==> src/rtl/mcp_pkg.sv <==
// Package for the mode command token parser: word types, register codes, keyword table.
`timescale 1ns / 1ps
`default_nettype none
package mcp_pkg;

	typedef struct packed {
		logic [7:0] byte_in;
		logic       last_byte;
	} cmd_word_t;

	typedef struct packed {
		logic       found;
		logic [7:0] mode_code;
	} res_word_t;

	typedef struct packed {
		logic [7:0] straight_code;
		logic [7:0] autocross_code;
		logic [7:0] skidpad_code;
		logic [7:0] endurance_code;
	} cfg_t;

	typedef enum logic [1:0] {
		REG_STRAIGHT  = 2'd0,
		REG_AUTOCROSS = 2'd1,
		REG_SKIDPAD   = 2'd2,
		REG_ENDURANCE = 2'd3
	} reg_idx_t;

	localparam int ADDR_W   = 4;
	localparam int KW_COUNT = 5;
	localparam int KW_MAX   = 9;
	localparam int POS_W    = $clog2(KW_MAX);

	localparam int KW_STRAIGHT  = 0;
	localparam int KW_AUTOCROSS = 1;
	localparam int KW_AVOIDANCE = 2;
	localparam int KW_SKIDPAD   = 3;
	localparam int KW_ENDURANCE = 4;

	// keywords padded to full width with trailing spaces, read from the left
	localparam logic [8*KW_MAX-1:0] KW_TEXT [KW_COUNT] = '{
		"straight ", "autocross", "avoidance", "skidpad  ", "endurance"
	};
	localparam logic [7:0] KW_LEN [KW_COUNT] = '{8'd8, 8'd9, 8'd9, 8'd7, 8'd9};

	localparam logic [7:0] CH_SPACE = 8'h20;
	localparam logic [7:0] CH_TAB   = 8'h09;
	localparam logic [7:0] CH_ZERO  = 8'h30;
	localparam logic [7:0] CH_NINE  = 8'h39;
	localparam logic [7:0] CH_UP_A  = 8'h41;
	localparam logic [7:0] CH_UP_Z  = 8'h5A;
	localparam logic [7:0] CASE_OFS = 8'h20;

	// true when keyword k still matches lower-case byte lc at core position pos
	function automatic logic kw_hit(input int k, input logic [7:0] pos, input logic [7:0] lc);
		logic [POS_W-1:0] idx;
		logic [7:0]       ch;
		idx = pos[POS_W-1:0];
		ch  = KW_TEXT[k][8*(KW_MAX-1-int'(idx)) +: 8];
		return (pos < KW_LEN[k]) && (ch == lc);
	endfunction

endpackage
`default_nettype wire

==> src/rtl/mcp_msg.sv <==
// Message state of the parser: per-byte update and end-of-message rule evaluation.
`timescale 1ns / 1ps
`default_nettype none
module mcp_msg (
	input  wire logic               clk,
	input  wire logic               arst_n,
	input  wire logic               step,
	input  wire mcp_pkg::cmd_word_t word,
	input  wire mcp_pkg::cfg_t      cfg,
	output mcp_pkg::res_word_t      res
);
	import mcp_pkg::*;

	logic                seen_q, all_dig_q, too_long_q;
	logic [7:0]          core_len_q, pend_q, first_q, bcount_q;
	logic [15:0]         dsum_q;
	logic [KW_COUNT-1:0] kw_alive_q;

	logic                seen_n, all_dig_n, too_long_n;
	logic [7:0]          core_len_n, pend_n, first_n, bcount_n;
	logic [15:0]         dsum_n;
	logic [KW_COUNT-1:0] kw_alive_n;

	always_comb begin
		logic       blank;
		logic [7:0] b;
		logic [7:0] lc;
		logic [7:0] pos;
		logic       ok;
		logic       rng_first, rng_dec;
		b          = word.byte_in;
		seen_n     = seen_q;
		all_dig_n  = all_dig_q;
		too_long_n = too_long_q;
		core_len_n = core_len_q;
		pend_n     = pend_q;
		first_n    = first_q;
		bcount_n   = bcount_q;
		dsum_n     = dsum_q;
		kw_alive_n = kw_alive_q;
		pos        = 8'd0;
		lc         = b;
		blank      = (b == CH_SPACE) || (b == CH_TAB);

		if (bcount_q == 8'hFF) begin
			too_long_n = 1'b1;
		end else begin
			bcount_n = bcount_q + 8'd1;
		end

		if (blank) begin
			if (seen_q && pend_q != 8'hFF) begin
				pend_n = pend_q + 8'd1;
			end
		end else begin
			if (pend_q != 8'd0) begin
				// blanks inside the core break every rule
				all_dig_n  = 1'b0;
				kw_alive_n = '0;
				core_len_n = core_len_q + pend_q;
				pend_n     = 8'd0;
			end
			seen_n = 1'b1;
			pos    = core_len_n;
			if (b >= CH_UP_A && b <= CH_UP_Z) begin
				lc = b + CASE_OFS;
			end
			for (int k = 0; k < KW_COUNT; k++) begin
				if (!kw_hit(k, pos, lc)) begin
					kw_alive_n[k] = 1'b0;
				end
			end
			if (b >= CH_ZERO && b <= CH_NINE) begin
				dsum_n = {dsum_q[12:0], 3'b000} + {dsum_q[14:0], 1'b0}
					+ {12'd0, b[3:0]};
			end else begin
				all_dig_n = 1'b0;
			end
			if (pos == 8'd0) begin
				first_n = b;
			end
			core_len_n = pos + 8'd1;
		end

		ok        = !too_long_n && seen_n && (core_len_n != 8'd0);
		rng_first = (first_n >= cfg.straight_code) && (first_n <= cfg.endurance_code);
		rng_dec   = (dsum_n >= {8'd0, cfg.straight_code})
			&& (dsum_n <= {8'd0, cfg.endurance_code});

		res = '0;
		if (ok) begin
			if (core_len_n == 8'd1 && rng_first) begin
				res.found     = 1'b1;
				res.mode_code = first_n;
			end else if (all_dig_n && rng_dec) begin
				res.found     = 1'b1;
				res.mode_code = dsum_n[7:0];
			end else if (kw_alive_n[KW_STRAIGHT] && core_len_n == KW_LEN[KW_STRAIGHT]) begin
				res.found     = 1'b1;
				res.mode_code = cfg.straight_code;
			end else if ((kw_alive_n[KW_AUTOCROSS] && core_len_n == KW_LEN[KW_AUTOCROSS])
				|| (kw_alive_n[KW_AVOIDANCE] && core_len_n == KW_LEN[KW_AVOIDANCE])) begin
				res.found     = 1'b1;
				res.mode_code = cfg.autocross_code;
			end else if (kw_alive_n[KW_SKIDPAD] && core_len_n == KW_LEN[KW_SKIDPAD]) begin
				res.found     = 1'b1;
				res.mode_code = cfg.skidpad_code;
			end else if (kw_alive_n[KW_ENDURANCE] && core_len_n == KW_LEN[KW_ENDURANCE]) begin
				res.found     = 1'b1;
				res.mode_code = cfg.endurance_code;
			end
		end
	end

	always_ff @(posedge clk or negedge arst_n) begin
		if (!arst_n) begin
			seen_q     <= 1'b0;
			all_dig_q  <= 1'b1;
			too_long_q <= 1'b0;
			core_len_q <= 8'd0;
			pend_q     <= 8'd0;
			first_q    <= 8'd0;
			bcount_q   <= 8'd0;
			dsum_q     <= 16'd0;
			kw_alive_q <= '1;
		end else if (step) begin
			if (word.last_byte) begin
				seen_q     <= 1'b0;
				all_dig_q  <= 1'b1;
				too_long_q <= 1'b0;
				core_len_q <= 8'd0;
				pend_q     <= 8'd0;
				first_q    <= 8'd0;
				bcount_q   <= 8'd0;
				dsum_q     <= 16'd0;
				kw_alive_q <= '1;
			end else begin
				seen_q     <= seen_n;
				all_dig_q  <= all_dig_n;
				too_long_q <= too_long_n;
				core_len_q <= core_len_n;
				pend_q     <= pend_n;
				first_q    <= first_n;
				bcount_q   <= bcount_n;
				dsum_q     <= dsum_n;
				kw_alive_q <= kw_alive_n;
			end
		end
	end

endmodule
`default_nettype wire

==> src/rtl/mode_command_token_parser.sv <==
// Top level of the mode command token parser: handshake, registers, result stage.
// Throughput: one byte word per cycle, set by the per-byte update in mcp_msg, while
//   no last byte is held by a stalled result. An accepted last byte enters the input
//   register, then its result word is captured in the result register and shown valid.
// A stalled result only holds back the stage when that stage holds a last byte.
// Reset (arst_n low, asynchronous): message state cleared, pipeline empty,
//   mode codes return to 1, 2, 3, 4.
`timescale 1ns / 1ps
`default_nettype none
module mode_command_token_parser (
	input  wire logic                       clk,
	input  wire logic                       arst_n,
	// byte words in
	input  wire logic                       cmd_valid,
	output logic                            cmd_stall,
	input  wire mcp_pkg::cmd_word_t         cmd_word,
	// result words out
	output logic                            res_valid,
	input  wire logic                       res_stall,
	output mcp_pkg::res_word_t              res_word,
	// register port
	input  wire logic                       psel,
	input  wire logic                       penable,
	input  wire logic                       pwrite,
	input  wire logic [mcp_pkg::ADDR_W-1:0] paddr,
	input  wire logic [31:0]                pwdata,
	output logic [31:0]                     prdata,
	output logic                            pready
);
	import mcp_pkg::*;

	cfg_t      cfg_q;
	logic      v_s1;
	cmd_word_t word_s1;
	logic      res_valid_q;
	res_word_t res_word_q;
	res_word_t msg_res;
	logic      adv;
	logic      accept;
	logic      wr_en;
	reg_idx_t  reg_idx;

	// ---- register port ----
	assign pready  = 1'b1;
	assign wr_en   = psel && penable && pwrite;
	assign reg_idx = reg_idx_t'(paddr[3:2]);

	always_ff @(posedge clk or negedge arst_n) begin
		if (!arst_n) begin
			cfg_q.straight_code  <= 8'd1;
			cfg_q.autocross_code <= 8'd2;
			cfg_q.skidpad_code   <= 8'd3;
			cfg_q.endurance_code <= 8'd4;
		end else if (wr_en) begin
			case (reg_idx)
				REG_STRAIGHT:  cfg_q.straight_code  <= pwdata[7:0];
				REG_AUTOCROSS: cfg_q.autocross_code <= pwdata[7:0];
				REG_SKIDPAD:   cfg_q.skidpad_code   <= pwdata[7:0];
				REG_ENDURANCE: cfg_q.endurance_code <= pwdata[7:0];
				default: ;
			endcase
		end
	end

	always_comb begin
		case (reg_idx)
			REG_STRAIGHT:  prdata = {24'd0, cfg_q.straight_code};
			REG_AUTOCROSS: prdata = {24'd0, cfg_q.autocross_code};
			REG_SKIDPAD:   prdata = {24'd0, cfg_q.skidpad_code};
			REG_ENDURANCE: prdata = {24'd0, cfg_q.endurance_code};
			default:       prdata = 32'd0;
		endcase
	end

	// ---- input stage ----
	// A non-last byte always moves on; a last byte needs room in the result register.
	assign adv       = v_s1 && (!word_s1.last_byte || !res_valid_q || !res_stall);
	assign cmd_stall = v_s1 && !adv;
	assign accept    = cmd_valid && !cmd_stall;

	always_ff @(posedge clk or negedge arst_n) begin
		if (!arst_n) begin
			v_s1 <= 1'b0;
		end else begin
			v_s1 <= accept || (v_s1 && !adv);
		end
	end

	always_ff @(posedge clk) begin
		if (accept) begin
			word_s1 <= cmd_word;
		end
	end

	// ---- message state and rule evaluation ----
	mcp_msg u_msg (
		.clk    (clk),
		.arst_n (arst_n),
		.step   (adv),
		.word   (word_s1),
		.cfg    (cfg_q),
		.res    (msg_res)
	);

	// ---- result register ----
	always_ff @(posedge clk or negedge arst_n) begin
		if (!arst_n) begin
			res_valid_q <= 1'b0;
		end else if (adv && word_s1.last_byte) begin
			res_valid_q <= 1'b1;
		end else if (!res_stall) begin
			res_valid_q <= 1'b0;
		end
	end

	always_ff @(posedge clk) begin
		if (adv && word_s1.last_byte) begin
			res_word_q <= msg_res;
		end
	end

	assign res_valid = res_valid_q;
	assign res_word  = res_word_q;

	// ---- checks ----
	// stall is only raised by a held last byte
	a_stall_cause: assert property (@(posedge clk) disable iff (!arst_n)
		cmd_stall |-> (v_s1 && word_s1.last_byte && res_valid_q && res_stall))
		else $error("input stalled without a blocked last byte");

	// no-match results carry a zero code
	a_zero_code: assert property (@(posedge clk) disable iff (!arst_n)
		(res_valid && !res_word.found) |-> (res_word.mode_code == 8'd0))
		else $error("no-match result with non-zero mode code");

	// a new result only follows a last byte leaving the input stage
	a_res_source: assert property (@(posedge clk) disable iff (!arst_n)
		$rose(res_valid) |-> $past(adv && word_s1.last_byte))
		else $error("result word appeared without a last byte");

	// a waiting result is not dropped
	a_res_hold: assert property (@(posedge clk) disable iff (!arst_n)
		(res_valid && res_stall) |=> res_valid)
		else $error("stalled result word lost");

endmodule
`default_nettype wire
==> config.mk <==
export PLATFORM = sky130hd
export DESIGN_NAME = mode_command_token_parser
export DESIGN_NICKNAME = d
export VERILOG_FILES = /design/src/rtl/mcp_pkg.sv /design/src/rtl/mcp_msg.sv /design/src/rtl/mode_command_token_parser.sv
export SDC_FILE = /design/constraint.sdc
export NUM_CORES = 1
export LEC_CHECK = 0
export ABC_AREA = 1
export ABC_CLOCK_PERIOD_IN_PS = 9200
export BUFFER_PORTS_ARGS = -buffer_cell sky130_fd_sc_hd__buf_2
export CAP_MARGIN = 10
export CORE_UTILIZATION = 47
export DETAILED_ROUTE_END_ITERATION = 12
export GPL_ROUTABILITY_DRIVEN = 0
export PLACE_DENSITY = 0.73
export SYNTH_ARGS = -nofsm -noshare
export SYNTH_HDL_FRONTEND = slang
export SYNTH_SLANG_ARGS = --single-unit
==> constraint.sdc <==
create_clock -name clk -period 9.2 [get_ports clk]
set_clock_uncertainty 0.05 [all_clocks]
set_input_delay 0.92 -clock clk [delete_from_list [all_inputs] [get_ports clk]]
set_output_delay 0.92 -clock clk [all_outputs]
set_load 0.005 [all_outputs]
==> impl_metrics.csv <==
group,metric,value,unit
run_status,status,"completed",
detailed_routing,drtPass1Iterations,5,
global_route,grt_pass1_vias,8108,
critical_path,critical_path_class,"flip-flop to flip-flop",
finish,drive_gt1_share,11.0,%
power_and_ir_drop,comb_power_share,44.1,%
global_route,use_met2,41.1,%
sta,slew_headroom,22.6,%
worst_hold_path,hold_class,"input pin to async pin",
logic_synthesis,yosysSeqAreaShare,29.9,%
sta,period_share,60.0,%
clocking,clockBufferDepth,2,
clocking,cts_hold_buf,0,
detailed_routing,drtAntennaViolNets,0,
critical_path,cp-end-kind,"flip-flop",
die,core_region_area,0.0195,sq mm
placement,dp_worst_setup_slack,3.79,ns
detailed_routing,drt_wl_total,24100,microns
power_and_ir_drop,p_seq_share,33.8,%
logic_synthesis,ys.flop_type,"dfrtp_1",
clocking,postCtsSetupBuffers,0,
logic_synthesis,synth-edff-count,18,
sta,rsz0062_at_grt,"false",
global_route,antenna_found_initial,0,
sta,finalSetupTns,0,ns
critical_path,crit_top_cell,"nand2_1",
critical_path,slowest_delay,0.57,ns
detailed_routing,post_drt_wl_per_cell,14.8,microns
die,start_util,48.1,%
logic_synthesis,syn_area,0.00939,sq mm
power_and_ir_drop,powerDensity,182,mW/mm^2
die,die_w,143,microns
power_and_ir_drop,p_int,1040,uW
sta,max_clock_freq,0.181,GHz
placement,port-buffer-count,44,
critical_path,worstSetupStartpointType,"flip-flop",
run,maxCapViolations,0,
placement,dpl.hpwl,18000,microns
die,row_count,51,
finish,area_growth_syn_to_layout,6.09,%
detailed_routing,vias,8763,
clocking,path_clk_slew,0.07,ns
global_route,use_met1,33.7,%
critical_path,crit_start,"u_msg.core_len_q[0]",
global_route,gr-max-usage-layer,"met2",
power_and_ir_drop,worst_ir_drop_vdd,0.113,mV
logic_synthesis,syn_avg_cell_area,7.00,sq um
critical_path,cp_data_arrival_time,5.64,ns
die,ios,96,
clocking,clock_latency,0.36,ns
clocking,numCtsBuffers,9,
die,chipHeight,143,microns
global_route,grt_first_pass_wirelength,40200,microns
sta,min_period,5.52,ns
placement,dp.cells,1618,
sta,timing.hold.ws,0.356,ns
critical_path,required,9.32,ns
detailed_routing,drc,0,
global_route,grt_max_degree,78,
global_route,met3_usage,2.37,%
detailed_routing,dr.first_iter.drc_count,753,
finish,n_antenna_cell,0,
clocking,post_cts_resized,0,
power_and_ir_drop,pwr-share-clk,22.1,%
logic_synthesis,syn_inst,1341,
detailed_routing,vias_per_cell,5.36,
logic_synthesis,yosys_register_bits,108,
clocking,clock_sinks,108,
logic_synthesis,ys_types,58,
power_and_ir_drop,total_power,1820,uW
critical_path,path_buf_inv,4,
critical_path,slowest_stage,"o21ai_0",
sta,worst-slew-pin-transition,1.16,ns
power_and_ir_drop,swShare,42.9,%
logic_synthesis,yosys_warnings,0,
sta,hold_viol,0,
logic_synthesis,synthArstFlopShare,83.3,%
critical_path,cp_top_family,"compound AO/OA/AOI/OAI gates",
finish,nets,1492,
finish,layout.cells.non_filler,1634,
global_route,grt_remaining_overflow,0,
power_and_ir_drop,p_leak,0.00521,uW
die,fp.dieArea,0.0206,sq mm
global_route,grt_use_total,24.7,%
clocking,tritoncts,"built",
critical_path,path_max_fanout,16,
power_and_ir_drop,power.switching,780,uW
clocking,root_buffer,"clkbuf_16",
sta,setup-violations-final,0,
sta,worst_slack,3.68,ns
sta,final_max_slew_viol_count,0,
clocking,htree_levels,3,
critical_path,r2r_start,"u_msg.core_len_q[0]",
## registers in the layout, summed over array words and instances, names as in the netlist, 8 cells and up
register	flops
u_msg.dsum_q	16
u_msg.pend_q	8
word_s1	9
u_msg.first_q	8
u_msg.bcount_q	8
res_word	9
cfg_q	32
u_msg.core_len_q	8
## synth_stat cells, types with 7 or more instances
| master | count | share of area [%] |
|---|---|---|
| nor2_4 | 7 | 0.84 |
| ha_1 | 73 | 9.7 |
| clkbuf_1 | 18 | 0.72 |
| o2111ai_1 | 7 | 0.65 |
| nand2_1 | 374 | 15 |
| nand3_1 | 87 | 4.6 |
| edfxtp_1 | 18 | 5.8 |
| o21ai_0 | 99 | 5.3 |
| nor2_1 | 89 | 3.6 |
| dfstp_2 | 11 | 3.1 |
| xor2_1 | 16 | 1.5 |
| o22ai_1 | 16 | 1.1 |
| buf_6 | 7 | 0.84 |
| a21oi_1 | 70 | 3.7 |
| nand2_2 | 21 | 1.4 |
| inv_2 | 19 | 0.76 |
| o21ai_1 | 9 | 0.48 |
| nor3_1 | 13 | 0.69 |
| nand3_2 | 7 | 0.75 |
| buf_4 | 28 | 2.2 |
| inv_1 | 156 | 6.2 |
| dfrtp_1 | 79 | 21 |
| nand4_1 | 37 | 2.5 |
## cell usage in the layout (no fill, tap or decap), drive strengths merged, types with 2 or more instances in the layout
cell       n
a211oi     4
a21boi     2
a21o       2
a21oi     72
a22o       2
a31oi      2
and3       2
buf       48
clkbuf     9
clkinv     8
conb      25
dfrtp     79
dfstp     11
edfxtp    18
fa         3
ha        73
inv      177
nand2    400
nand3     95
nand3b     4
nand4     39
nor2      99
nor3      13
nor3b      2
nor4       3
o2111ai    7
o211ai     4
o21a       6
o21ai    111
o21bai     4
o22ai     16
or2        4
xnor2      5
xor2      16
## kinds of logic (layout without fill, tap and decap cells)
family	count (synthesis)	after routing	share of synthesized area, %
XOR/XNOR	21	21	1.96
buffers and inverters	239	244	11.4
AO/OA/AOI/OAI	234	234	14.1
adder cells (fa/ha/maj)	76	76	10.4
flip-flops	108	108	29.9
other	2	25	0.0800
AND/OR/NAND/NOR	661	661	32.1
## per-stage QoR
stage / instance area (sq um) / utilization, %
2_1_floorplan: 9480 / -
3_3_place_gp: 9670 / 49.5
3_5_place_dp: 9670 / 49.5
4_1_cts: 9960 / 51.0
5_1_grt: 9960 / 51.0
6_report: 9960 / 51.0
## power by group through the flow
stage	combinational [uW]	sequential (uW)	clock [uW]
2_1_floorplan	636	600	0
3_3_place_gp	767	619	0
3_5_place_dp	786	621	0
4_1_cts	791	612	406
5_1_grt	919	622	421
6_report	802	614	401
## layer usage
layer	up-vias	part of all wire [%]
met2	272	46
met5	-	0
met1	4057	46
met4	0	1.7
met3	22	5.6
li1	4412	-
## path summary, 6_finish.rpt
| check | slack (ns) | to | depth (start not counted) |
|---|---|---|---|
| max | 3.68 | res_word[2] | 29 |
| min | 0.36 | u_msg.pend_q[5] | 1 |
| max reg2reg | 3.68 | res_word[2] | 29 |
| min reg2reg | 0.44 | u_msg.kw_alive_q[3] | 2 |
| max in group asynchronous | 7.50 | cfg_q[28] | 2 |
| min in group clk | 0.44 | u_msg.kw_alive_q[3] | 2 |
## layout make-up
type,instances,area (sq um)
clock buffers,9,225
repair buffers,48,253
fillers,1949,9560
well taps,265,332
clock inverters,7,72.6
flip-flops and latches,108,2810
multi-input cells,1017,5600
inverters,180,676
Power figures use the tool's default switching activity.
